**config.mk**
```make
export PLATFORM = sky130hd
export DESIGN_NAME = cave_automaton_row_step
export DESIGN_NICKNAME = d
export VERILOG_FILES = /design/src/design/cave_rs_pkg.sv /design/src/design/cave_rs_lane.sv /design/src/design/cave_rs_merge.sv /design/src/design/cave_rs_queue.sv /design/src/design/cave_automaton_row_step.sv
export SDC_FILE = /design/constraint.sdc
export NUM_CORES = 2
export LEC_CHECK = 0
export BUFFER_PORTS_ARGS = -buffer_cell sky130_fd_sc_hd__buf_4
export CAP_MARGIN = 20
export CORE_MARGIN = 2
export CORE_UTILIZATION = 35
export DETAILED_ROUTE_END_ITERATION = 7
export GPL_TIMING_DRIVEN = 0
export PLACE_DENSITY = 0.49
export SLEW_MARGIN = 20
export SYNTH_ARGS = -nofsm -noshare
export SYNTH_HDL_FRONTEND = slang
export SYNTH_SLANG_ARGS = --single-unit
```
**constraint.sdc**
```tcl
create_clock -name i_clk -period 8.1 [get_ports i_clk]
set_clock_uncertainty 0.15 [all_clocks]
set_input_delay 1.215 -clock i_clk [delete_from_list [all_inputs] [get_ports i_clk]]
set_output_delay 1.215 -clock i_clk [all_outputs]
set_load 0.02 [all_outputs]
```
**src/design/cave_rs_pkg.sv**
```systemverilog
// shared constants and types for the cave automaton row step block
`default_nettype none

package cave_rs_pkg;

    // port widths fixed by the item format
    localparam int ROW_W      = 64;
    localparam int IDX_W      = 10;
    localparam int GW_W       = 7;
    localparam int GH_W       = 11;
    localparam int TH_W       = 4;
    localparam int CFG_DATA_W = 11;
    localparam int CFG_IDX_W  = 2;

    // defaults for the top level parameters
    localparam int DEF_MAX_WIDTH  = 64;
    localparam int DEF_MAX_HEIGHT = 1024;

    // the row counter is ten bits, so no frame is taller than this
    localparam int ROW_CAP = 1024;

    // smallest grid side in use
    localparam int MIN_SIDE = 3;

    // register values after reset
    localparam logic [GW_W-1:0] RST_GRID_WIDTH     = GW_W'(10);
    localparam logic [GH_W-1:0] RST_GRID_HEIGHT    = GH_W'(10);
    localparam logic [TH_W-1:0] RST_WALL_THRESHOLD = TH_W'(4);

    // result queue depth, a power of two
    localparam int QUEUE_DEPTH = 4;

    typedef enum logic [CFG_IDX_W-1:0] {
        CFG_GRID_WIDTH     = 2'd0,
        CFG_GRID_HEIGHT    = 2'd1,
        CFG_WALL_THRESHOLD = 2'd2
    } t_cfg_idx;

    typedef struct packed {
        logic [ROW_W-1:0] row;
        logic [IDX_W-1:0] idx;
        logic             last;
    } t_result;

    typedef struct packed {
        logic    valid;
        t_result res;
    } t_push;

endpackage

`default_nettype wire

```
**src/design/cave_rs_lane.sv**
```systemverilog
// one column lane: counts the eight neighbour walls and compares with the threshold
`default_nettype none

module cave_rs_lane (
    input  wire logic [2:0]                     i_up,
    input  wire logic [1:0]                     i_mid,
    input  wire logic [2:0]                     i_down,
    input  wire logic [cave_rs_pkg::TH_W-1:0]   i_threshold,
    output logic                                o_wall
);

    logic [3:0] w_count;

    always_comb begin
        w_count = 4'(i_up[0]) + 4'(i_up[1]) + 4'(i_up[2])
                + 4'(i_mid[0]) + 4'(i_mid[1])
                + 4'(i_down[0]) + 4'(i_down[1]) + 4'(i_down[2]);
        o_wall  = (w_count >= i_threshold);
    end

endmodule

`default_nettype wire

```
**src/design/cave_rs_merge.sv**
```systemverilog
// merging stage: joins lane decisions into a row, forces the border and masks to width
`default_nettype none

module cave_rs_merge #(
    parameter int MAX_WIDTH = cave_rs_pkg::DEF_MAX_WIDTH
) (
    input  wire logic [MAX_WIDTH-1:0]          i_lane_wall,
    input  wire logic [cave_rs_pkg::GW_W-1:0]  i_width,
    output logic      [MAX_WIDTH-1:0]          o_row,
    output logic      [MAX_WIDTH-1:0]          o_mask
);

    logic [cave_rs_pkg::GW_W-1:0] w_last_col;

    // the mask depends on the width alone, the lanes read it through the current row
    always_comb begin
        for (int c = 0; c < MAX_WIDTH; c++) begin
            o_mask[c] = (cave_rs_pkg::GW_W'(c) < i_width);
        end
    end

    always_comb begin
        w_last_col = i_width - cave_rs_pkg::GW_W'(1);
        for (int c = 0; c < MAX_WIDTH; c++) begin
            if (c == 0 || cave_rs_pkg::GW_W'(c) == w_last_col) begin
                o_row[c] = o_mask[c];
            end else begin
                o_row[c] = o_mask[c] & i_lane_wall[c];
            end
        end
    end

endmodule

`default_nettype wire

```
**src/design/cave_rs_queue.sv**
```systemverilog
// small result queue: takes up to two results a cycle, hands out one
`default_nettype none

module cave_rs_queue (
    input  wire logic                  i_clk,
    input  wire logic                  i_rst_n,
    input  wire cave_rs_pkg::t_push    i_push0,
    input  wire cave_rs_pkg::t_push    i_push1,
    input  wire logic                  i_pop,
    output cave_rs_pkg::t_result       o_head,
    output logic                       o_valid,
    output logic                       o_room2
);

    localparam int DEPTH = cave_rs_pkg::QUEUE_DEPTH;
    localparam int PTR_W = $clog2(DEPTH);
    localparam int CNT_W = $clog2(DEPTH + 1);

    cave_rs_pkg::t_result r_mem [DEPTH];
    logic [PTR_W-1:0] r_wr, n_wr;
    logic [PTR_W-1:0] r_rd, n_rd;
    logic [CNT_W-1:0] r_count, n_count;
    logic [1:0]       w_npush;

    always_comb begin
        w_npush = 2'(i_push0.valid) + 2'(i_push1.valid);
        n_wr    = r_wr + PTR_W'(w_npush);
        n_rd    = r_rd + PTR_W'(i_pop);
        n_count = r_count + CNT_W'(w_npush) - CNT_W'(i_pop);
        o_valid = (r_count != '0);
        o_room2 = (r_count <= CNT_W'(DEPTH - 2));
        o_head  = r_mem[r_rd];
    end

    always_ff @(posedge i_clk) begin
        if (!i_rst_n) begin
            r_wr    <= '0;
            r_rd    <= '0;
            r_count <= '0;
        end else begin
            r_wr    <= n_wr;
            r_rd    <= n_rd;
            r_count <= n_count;
        end
    end

    always_ff @(posedge i_clk) begin
        if (i_push0.valid) begin
            r_mem[r_wr] <= i_push0.res;
        end
        if (i_push1.valid) begin
            r_mem[r_wr + PTR_W'(1)] <= i_push1.res;
        end
    end

endmodule

`default_nettype wire

```
**src/design/cave_automaton_row_step.sv**
```systemverilog
// top level of the cave automaton row step: row store, column lanes, merge and result queue
//
// Rows of the old generation come in one item per cycle, while o_in_stall is low,
// on the input channel (i_in_valid / o_in_stall); bit c of i_row_cells is column c,
// 1 is wall, and i_frame_start marks row 0 of a frame. Rows of the new generation
// leave on the output channel (o_out_valid / i_out_stall) with their index and a
// last-row flag. Each output row is ready once the row below it has arrived, so
// results lag the input by one row; the last row of a frame yields two results.
// A result sits in the output queue in the cycle after the item that completes
// it is accepted. All column lanes work on a row at once, so the rate is set only
// by the single-result output port, which hands out the two results of a frame's
// last row one after the other. A four-entry result queue sits between the sides;
// the input stalls while it has room for fewer than two results, so an item is
// taken while earlier results still wait to be taken. When the receiver stalls,
// the head result holds until taken. Reset (synchronous, active low) empties the
// queue, clears the stored rows and row count and loads the registers with width
// 10, height 10, threshold 4. Registers are written through i_cfg_we, i_cfg_index and
// i_cfg_wdata; the user must write them only while idle, which the block itself does
// not enforce.
`default_nettype none

module cave_automaton_row_step #(
    parameter int MAX_WIDTH  = cave_rs_pkg::DEF_MAX_WIDTH,
    parameter int MAX_HEIGHT = cave_rs_pkg::DEF_MAX_HEIGHT
) (
    input  wire logic                                i_clk,
    input  wire logic                                i_rst_n,
    input  wire logic                                i_cfg_we,
    input  wire logic [cave_rs_pkg::CFG_IDX_W-1:0]   i_cfg_index,
    input  wire logic [cave_rs_pkg::CFG_DATA_W-1:0]  i_cfg_wdata,
    input  wire logic                                i_in_valid,
    output logic                                     o_in_stall,
    input  wire logic [cave_rs_pkg::ROW_W-1:0]       i_row_cells,
    input  wire logic                                i_frame_start,
    output logic                                     o_out_valid,
    input  wire logic                                i_out_stall,
    output logic      [cave_rs_pkg::ROW_W-1:0]       o_new_row_cells,
    output logic      [cave_rs_pkg::IDX_W-1:0]       o_row_index,
    output logic                                     o_frame_last
);

    localparam int GW_W    = cave_rs_pkg::GW_W;
    localparam int GH_W    = cave_rs_pkg::GH_W;
    localparam int TH_W    = cave_rs_pkg::TH_W;
    localparam int IDX_W   = cave_rs_pkg::IDX_W;
    localparam int ROW_W   = cave_rs_pkg::ROW_W;
    localparam int H_CAP   = (MAX_HEIGHT > cave_rs_pkg::ROW_CAP) ?
                             cave_rs_pkg::ROW_CAP : MAX_HEIGHT;

    logic [GW_W-1:0]      r_grid_width;
    logic [GH_W-1:0]      r_grid_height;
    logic [TH_W-1:0]      r_wall_threshold;
    logic [MAX_WIDTH-1:0] r_older, r_newer;
    logic [IDX_W-1:0]     r_rows_seen, n_rows_seen;

    logic [GW_W-1:0]      w_width;
    logic [GH_W-1:0]      w_height;
    logic [MAX_WIDTH-1:0] w_mask, w_cur, w_lane_wall, w_merged;
    logic [MAX_WIDTH+1:0] w_up_pad, w_mid_pad, w_down_pad;
    logic [IDX_W-1:0]     w_r, w_idx;
    logic                 w_in_acc, w_emit_int, w_emit_last, w_out_acc;
    logic                 w_room2;

    cave_rs_pkg::t_result w_int_res, w_last_res, w_head;
    cave_rs_pkg::t_push   w_push0, w_push1;

    // configuration registers
    always_ff @(posedge i_clk) begin
        if (!i_rst_n) begin
            r_grid_width     <= cave_rs_pkg::RST_GRID_WIDTH;
            r_grid_height    <= cave_rs_pkg::RST_GRID_HEIGHT;
            r_wall_threshold <= cave_rs_pkg::RST_WALL_THRESHOLD;
        end else if (i_cfg_we) begin
            unique case (cave_rs_pkg::t_cfg_idx'(i_cfg_index))
                cave_rs_pkg::CFG_GRID_WIDTH: begin
                    r_grid_width <= i_cfg_wdata[GW_W-1:0];
                end
                cave_rs_pkg::CFG_GRID_HEIGHT: begin
                    r_grid_height <= i_cfg_wdata[GH_W-1:0];
                end
                cave_rs_pkg::CFG_WALL_THRESHOLD: begin
                    r_wall_threshold <= i_cfg_wdata[TH_W-1:0];
                end
                default: begin
                end
            endcase
        end
    end

    // clamp width and height to the range in use
    always_comb begin
        if (r_grid_width < GW_W'(cave_rs_pkg::MIN_SIDE)) begin
            w_width = GW_W'(cave_rs_pkg::MIN_SIDE);
        end else if (r_grid_width > GW_W'(MAX_WIDTH)) begin
            w_width = GW_W'(MAX_WIDTH);
        end else begin
            w_width = r_grid_width;
        end
        if (r_grid_height < GH_W'(cave_rs_pkg::MIN_SIDE)) begin
            w_height = GH_W'(cave_rs_pkg::MIN_SIDE);
        end else if (r_grid_height > GH_W'(H_CAP)) begin
            w_height = GH_W'(H_CAP);
        end else begin
            w_height = r_grid_height;
        end
    end

    always_comb begin
        w_cur      = i_row_cells[MAX_WIDTH-1:0] & w_mask;
        w_up_pad   = {1'b0, r_older, 1'b0};
        w_mid_pad  = {1'b0, r_newer, 1'b0};
        w_down_pad = {1'b0, w_cur, 1'b0};
    end

    // one lane per column, padded with floor past both edges
    for (genvar c = 0; c < MAX_WIDTH; c++) begin : g_lane
        cave_rs_lane u_lane (
            .i_up        (w_up_pad[c+2:c]),
            .i_mid       ({w_mid_pad[c+2], w_mid_pad[c]}),
            .i_down      (w_down_pad[c+2:c]),
            .i_threshold (r_wall_threshold),
            .o_wall      (w_lane_wall[c])
        );
    end

    cave_rs_merge #(
        .MAX_WIDTH (MAX_WIDTH)
    ) u_merge (
        .i_lane_wall (w_lane_wall),
        .i_width     (w_width),
        .o_row       (w_merged),
        .o_mask      (w_mask)
    );

    always_comb begin
        w_in_acc    = i_in_valid && !o_in_stall;
        w_r         = i_frame_start ? '0 : r_rows_seen;
        w_idx       = w_r - IDX_W'(1);
        w_emit_int  = (w_r != '0);
        w_emit_last = ({1'b0, w_r} + GH_W'(1)) >= w_height;
        n_rows_seen = w_emit_last ? '0 : (w_r + IDX_W'(1));

        // top row of the frame is all wall
        w_int_res.row  = ROW_W'((w_idx == '0) ? w_mask : w_merged);
        w_int_res.idx  = w_idx;
        w_int_res.last = 1'b0;

        w_last_res.row  = ROW_W'(w_mask);
        w_last_res.idx  = w_r;
        w_last_res.last = 1'b1;

        if (w_emit_int) begin
            w_push0.valid = w_in_acc;
            w_push0.res   = w_int_res;
            w_push1.valid = w_in_acc && w_emit_last;
            w_push1.res   = w_last_res;
        end else begin
            w_push0.valid = w_in_acc && w_emit_last;
            w_push0.res   = w_last_res;
            w_push1.valid = 1'b0;
            w_push1.res   = w_last_res;
        end
    end

    always_ff @(posedge i_clk) begin
        if (!i_rst_n) begin
            r_older     <= '0;
            r_newer     <= '0;
            r_rows_seen <= '0;
        end else if (w_in_acc) begin
            r_older     <= r_newer;
            r_newer     <= w_cur;
            r_rows_seen <= n_rows_seen;
        end
    end

    cave_rs_queue u_queue (
        .i_clk   (i_clk),
        .i_rst_n (i_rst_n),
        .i_push0 (w_push0),
        .i_push1 (w_push1),
        .i_pop   (w_out_acc),
        .o_head  (w_head),
        .o_valid (o_out_valid),
        .o_room2 (w_room2)
    );

    always_comb begin
        o_in_stall      = !w_room2;
        w_out_acc       = o_out_valid && !i_out_stall;
        o_new_row_cells = w_head.row;
        o_row_index     = w_head.idx;
        o_frame_last    = w_head.last;
    end

    // a frame start always leaves the count at one, since frames are at least three rows
    a_frame_start_count: assert property (@(posedge i_clk) disable iff (!i_rst_n)
        (w_in_acc && i_frame_start) |=> (r_rows_seen == IDX_W'(1)))
        else $error("row count not one after frame start");

    // any row past the first of a frame leaves a result waiting
    a_result_follows: assert property (@(posedge i_clk) disable iff (!i_rst_n)
        (w_in_acc && !i_frame_start && r_rows_seen != '0) |=> o_out_valid)
        else $error("no result after a non-first row");

    // the last row of a frame goes on push0 only when no row before it is pushed, so it never goes ahead of that row
    a_last_pushed_with_row: assert property (@(posedge i_clk) disable iff (!i_rst_n)
        (w_push0.valid && w_push0.res.last) |-> !w_emit_int)
        else $error("last row pushed ahead of the row before it");

endmodule

`default_nettype wire
```
After elaboration in Yosys (flattened, before gate mapping)
Memory sizes are Yosys's and may differ from the RTL's. A register that Yosys moved wholly into a read port is not among the register bits.
Cells that the tools add are included.
{"block": "word_totals", "register_bits": 167, "ram_bits": 300, "in_bits": 83, "elab_cells": 809, "mem_count": 1}
{"name": "u_queue.r_mem", "depth": 4, "width": 75, "read_ports": 1, "rd_clocked_by_memory_dff": 1, "wr": 2, "line_no": "cave_rs_queue.sv:19", "rtl": "cave_rs_pkg::t_result r_mem [DEPTH];"}
{"block": "classes", "add_sub_neg": 448, "order_cmp": 133, "eq_ne": 65, "n_mux": 77, "n_bitwise": 64, "reduce_logical": 12}
{"op": "$add A4 B1 Y4", "count": 375}
{"op": "$ge A4 B4 Y1", "count": 63}
{"op": "$eq A6 B7 Y1 const A", "count": 32}
{"op": "$lt A6 B7 Y1 const A", "count": 32}
{"op": "$mux W76", "count": 2}
{"op": "$add A1 B1 Y2", "count": 64}
{"op": "$eq A5 B7 Y1 const A", "count": 16}
{"op": "$lt A5 B7 Y1 const A", "count": 16}
{"op": "$mux W1", "count": 67}
{"op": "$and A64 B64 Y64", "count": 1}
{"op": "$mux W64", "count": 1}
{"op": "$and A1 B1 Y1", "count": 63}
{"op": "$eq A4 B7 Y1 const A", "count": 8}
{"op": "$lt A4 B7 Y1 const A", "count": 8}
{"op": "$eq A3 B7 Y1 const A", "count": 4}
{"op": "$lt A3 B7 Y1 const A", "count": 4}
{"op": "$mux W11", "count": 2}
{"op": "$mux W10", "count": 2}
{"op": "$eq A2 B7 Y1 const A", "count": 2}
{"op": "$lt A1 B7 Y1 const A", "count": 2}
{"op": "$lt A2 B7 Y1 const A", "count": 2}
{"op": "$mux W7", "count": 2}
{"op": "$add A10 B1 Y11 const B", "count": 1}
{"op": "$ge A11 B11 Y1", "count": 1}
{"op": "24 further kinds", "count": 29}

Logic depth before layout (Yosys ltp)
{"block": "depth", "depth_word": 16, "mapped_depth": 23, "ltp_nobuf": 20}

Cells and area by module
Synthesis repeated with hierarchy kept, for this count alone.
{"block": "hier_totals", "hier_cells": 4250, "area_unflattened_um2": 42726.0}
{"mod": "cave_rs_lane", "n_inst": 64, "cells_each": 34, "area_per_inst_um2": 279.0, "seq_area_each_um2": 0.0}
{"mod": "cave_rs_queue", "n_inst": 1, "cells_each": 768, "area_per_inst_um2": 14828.0, "seq_area_each_um2": 9148.8}
{"mod": "cave_automaton_row_step", "n_inst": 1, "cells_each": 954, "area_per_inst_um2": 7967.6, "seq_area_each_um2": 3203.1}
{"mod": "cave_rs_merge", "n_inst": 1, "cells_each": 352, "area_per_inst_um2": 2073.2, "seq_area_each_um2": 0.0}

Least setup slack after synthesis
Ideal clock, no wire load.
{"block": "synth_path", "path_type": "input to register", "startpoint": "input i_frame_start", "endpoint": "memory u_queue.r_mem[0][10] in the netlist's numbering (enable)", "setup_ps": 760, "arrival_time_ps": 5621, "setup_slack_ps": 1568, "cell_stages": 17, "n_path_buf": 4, "path_cell_list": "buf_2 > inv_1 > nand2_1 > clkinv_1 > ha_1 > nand4_1 > or3_1 > a21oi_1 > ha_1 > a21oi_1 > o21ai_0 > a31oi_1 > clkbuf_1 > a21o_1 > clkbuf_1 > clkbuf_1 > nand2_1"}
{"element": "start, declared", "line_no": "cave_automaton_row_step.sv:34", "rtl": "input wire logic i_frame_start,"}
{"element": "end, declared", "line_no": "cave_rs_queue.sv:19"}

==> summary.txt <==
Yosys
  – Post-Syn Area per Cell: 9.58 um2
  – Proportion of synthesized flip-flops having asynchronous set or reset: 0%
  – Main flop type after synthesis: sky130_fd_sc_hd__edfxtp_1
  – Count of mapped cells out of synthesis: ~4100
  – Cell Area, Synth: about 0.040 mm2
  – Number of flops mapped to enable cells by yosys: approximately 300
  – Share of the yosys chip area belonging to registers: between 30% and 40%
  – Number of synthesis warnings: 0
  – Synthesized Nets: 4913
  – Cell type with the largest total area after synthesis: sky130_fd_sc_hd__edfxtp_1
  – Dominant cells by area after synthesis: sky130_fd_sc_hd__edfxtp_1 22%, sky130_fd_sc_hd__ha_1 14%, sky130_fd_sc_hd__fa_1 13%
  – Total of flip-flops plus latches after synthesis: ~470
  – Top-area cell type share of the netlist area: between 20% and 30%
  – Number of distinct standard cells referenced by the synthesized netlist: between 70 and 80

Clock network
  – Cell at the root of the clock tree: sky130_fd_sc_hd__clkbuf_16
  – Number of H-tree levels: 2
  – Maximum number of buffers from clock root to sink: 3
  – Clock tree from TritonCTS: done
  – Post-cts hold buffer count: 0
  – Reg clk slew, reported paths: ~0.06 ns
  – Later-pin clock latency in the skew report: around 0.7 ns
  – Inserted Clock Buffers: between 60 and 70
  – Post-CTS Resized: 0
  – Post CTS Setup Buffer Count: 0
  – # clock sinks: around 470

Power and ir drop
  – Pwr/cell area: 176 mW/mm2
  – Cell leakage power: between 0.015 and 0.02 uW
  – VDD IR max: just under 200 uV

Worst setup path
  – Cell chain of the critical path: buf_2, inv_1, nand2_1, clkinv_1, ha_1, nand4_1, or3_1, a21oi_1, ha_1, and4_1, a31oi_1, clkbuf_1, a21o_1, clkbuf_1, clkbuf_1, nand2_4, buf_16
  – Critical path capture point type: flop
  – Crit-path max cell delay: ~0.88 ns
  – Count of buffer and inverter cells on the critical path: 7
  – Number of cells on the worst reg-to-reg path: 18
  – Critical register-to-register path startpoint: r_grid_width[1]$_SDFFE_PN1P_
  – Required time worst endpoint: ~8.4 ns
  – Critical Path Most Common Cell: sky130_fd_sc_hd__clkbuf_1
  – Worst Path Max Fanout: 38
  – Nature of the critical path startpoint: input port
  – Cell with the largest stage delay on the worst path: sky130_fd_sc_hd__clkbuf_1
  – Critical setup path kind: in2reg
  – Worst R2R End: u_queue.r_mem[3][73]$_DFFE_PP_
  – Kind of cell adding the most delay to the critical path: buffers and inverters
  – Slack of the worst reg-to-reg path: 1.09 ns
  – Arrival time worst endpoint: approximately 7.3 ns

Timing
  – RSZ-0062 raised after global routing: false
  – Share of the clock period used by the worst path: 87.5%
  – Total setup violations reported at the end of the flow: 0
  – Max Transition Viols Final: 0
  – Transition time at the pin with the least slew margin: about 1.3 ns
  – Final Hold Viols: 0
  – Worst rel slew slack: approximately 14%
  – Period minus WS final: slightly above 7 ns
  – Max Clock Freq: between 100 and 150 MHz

Routing
  – Number of nets still failing antenna checks after routing: 0
  – Length of the first detailed-routing pass in iterations: 5
  – Via total after detailed routing: roughly 31000
  – WL per Instance: approximately 24 um
  – 1st-iter DRT viols: about 3000
  – Detailed-route DRC error count: 0
  – Detailed Route WL: between 100000 and 150000 um
  – Vias per std cell: 5.29

Run status
  – Status: completed

Placement
  – Half-perimeter wire length after placement: 108000 um
  – Number of buffers added on ports: 157
  – Gpl congestion: 0.890
  – Placed insts: between 5000 and 6000

Floorplanning
  – Initial Util: about a third
  – I/O pin cnt: 160
  – Row Count: 123
  – Area of the core region: 0.112 mm2
  – Horizontal extent of the die: 340 um
  – Total die area: 0.116 mm2
  – Die height: 340 um

Global route
  – Overflow left after global routing: 0
  – Via count of the first global-routing pass: ~31000
  – Overall fraction of global-route tracks in use: between 20 and 25%
  – Initial antenna violation count: 8
  – Maximum number of pins on one net before global-route repair: between 50 and 60
  – Global-route wire length before repair: 209000 um

Flow run
  – Max Cap Viol: 0

Hold path
  – Startpoint of the tightest hold check path: r_older[63]$_SDFFE_PN0P_
  – Worst hold-check path type: reg2reg
  – Depth of the worst hold-timing path: 2
  – Hold endpoint: r_older[63]$_SDFFE_PN0P_

Layout
  – Final Core Density: 40.2%
  – Leading cell types in the layout, fill and taps excluded: 714 x sky130_fd_sc_hd__inv_1, 478 x sky130_fd_sc_hd__nand2_1, 454 x sky130_fd_sc_hd__ha_1, 296 x sky130_fd_sc_hd__edfxtp_1, 264 x sky130_fd_sc_hd__a21oi_1
  – Relative area change from synthesis to final layout: 14.2%
  – Layout cell share with drive strength beyond 1: about 11%
  – Net count of the finished layout: approximately 5200
  – Most common cell after layout, fill and taps aside: sky130_fd_sc_hd__inv_1
  – Final Non-Filler Cells: around 5900
==> where the power goes <==
group          switching, uW  internal [uW]  leakage [uW]
Clock                   1210           1730       0.00102
Sequential              52.4           2580       0.00400
Combinational           1500            869        0.0135
==> metrics by stage <==
step                area, um2  TNS [ns]  hold WS (ns)  setup slack, ns  power [uW]
finish                  45200         0         0.325             1.01        7940
global route            45200         0         0.353            0.776        8270
CTS                     45200         0         0.328             1.14        7990
detailed placement      43100         0         0.320            0.414        5060
global placement        42600   -537.39         0.313            -2.18        5040
floorplan               39600         0         0.293             1.57        4080
==> sequential cells by signal, indices dropped and copies added, names as in the netlist <==
register	flops
r_rows_seen	10
u_queue.r_rd	2
u_queue.r_mem	300
u_queue.r_wr	2
r_wall_threshold	4
u_queue.r_count	3
r_newer	64
r_grid_width	7
r_grid_height	11
r_older	64
==> worst reg2reg max path, stage by stage (launching register included) <==
cell and delay (ns):
sky130_fd_sc_hd__dfxtp_1 0.43, sky130_fd_sc_hd__clkbuf_1 0.38, sky130_fd_sc_hd__clkbuf_1 0.53, sky130_fd_sc_hd__and2_1 0.49
sky130_fd_sc_hd__nand2_1 0.36, sky130_fd_sc_hd__nor3_1 0.99, sky130_fd_sc_hd__o21ai_0 0.49, sky130_fd_sc_hd__fa_1 0.64
sky130_fd_sc_hd__inv_1 0.06, sky130_fd_sc_hd__fa_1 0.38, sky130_fd_sc_hd__inv_1 0.08, sky130_fd_sc_hd__fa_1 0.40
sky130_fd_sc_hd__inv_1 0.06, sky130_fd_sc_hd__ha_1 0.22, sky130_fd_sc_hd__a21o_1 0.15, sky130_fd_sc_hd__a21o_1 0.17
sky130_fd_sc_hd__a2111o_1 0.49, sky130_fd_sc_hd__o21ai_0 0.21, sky130_fd_sc_hd__a21oi_1 0.09
==> final cells by class <==
class | instances | area (um2)
Buffer | 208 | 905
Clock buffer | 73 | 1600
Clock inverter | 41 | 497
Timing Repair Buffer | 175 | 1500
Tap cell | 1500 | 1880
Inverter | 720 | 2720
Antenna cell | 3 | 7.51
Fill cell | 11400 | 67200
Sequential cell | 467 | 12300
Multi-Input combinational cell | 2732 | 23800
==> per-layer routing <==
| metal | global-route usage [%] | wire (um) |
|---|---|---|
| met5 | 0 | 63 |
| met4 | 7.82 | 4920 |
| met3 | 4.12 | 10400 |
| met2 | 39.5 | 65300 |
| met1 | 33.7 | 62600 |
==> cell usage after synthesis (all sizes together) (4+ instances only) <==
cell type	instances
or3	10
a21boi	103
o21ai	235
nor2b	81
nor4	10
xor2	4
dfxtp	171
nand2	482
nand3b	4
a31oi	15
o21bai	12
or4	5
a21o	72
ha	454
xnor2	71
fa	249
a211oi	11
a31o	5
a2111o	13
and4	5
or2	9
mux2i	15
nor2	82
buf	44
o2bb2ai	8
a21oi	265
nand3	22
o211ai	13
edfxtp	296
mux4	75
a2111oi	13
and2	64
o21a	4
nor3	35
a211o	4
inv	717
clkbuf	164
o22ai	164
nand2b	77
a221o	15
==> kinds of logic after synthesis <==
family,after synthesis,share of synthesized area [%]
multiplexers,90,4.65
AO/OA/AOI/OAI,963,15.2
flip-flops,467,31.1
AND/OR/NAND/NOR,901,11.3
buffers and inverters,928,9.08
XOR/XNOR,75,1.66
adder cells (fa/ha/maj),703,27.0
==> worst max path at each step <==
stage,from,end,slack (ns),cells past startpoint
2_1_floorplan,i_frame_start,u_queue.r_mem[0][10]$_DFFE_PP_,1.57,17
3_3_place_gp,i_frame_start,u_queue.r_mem[3][29]$_DFFE_PP_,-2.18,16
3_5_place_dp,i_frame_start,u_queue.r_mem[3][35]$_DFFE_PP_,0.41,17
4_1_cts,i_frame_start,u_queue.r_mem[3][50]$_DFFE_PP_,1.14,17
5_1_grt,i_frame_start,u_queue.r_mem[3][45]$_DFFE_PP_,0.78,18
6_report,i_frame_start,u_queue.r_mem[3][40]$_DFFE_PP_,1.01,17
No activity file was read; power rests on OpenSTA's default activity.
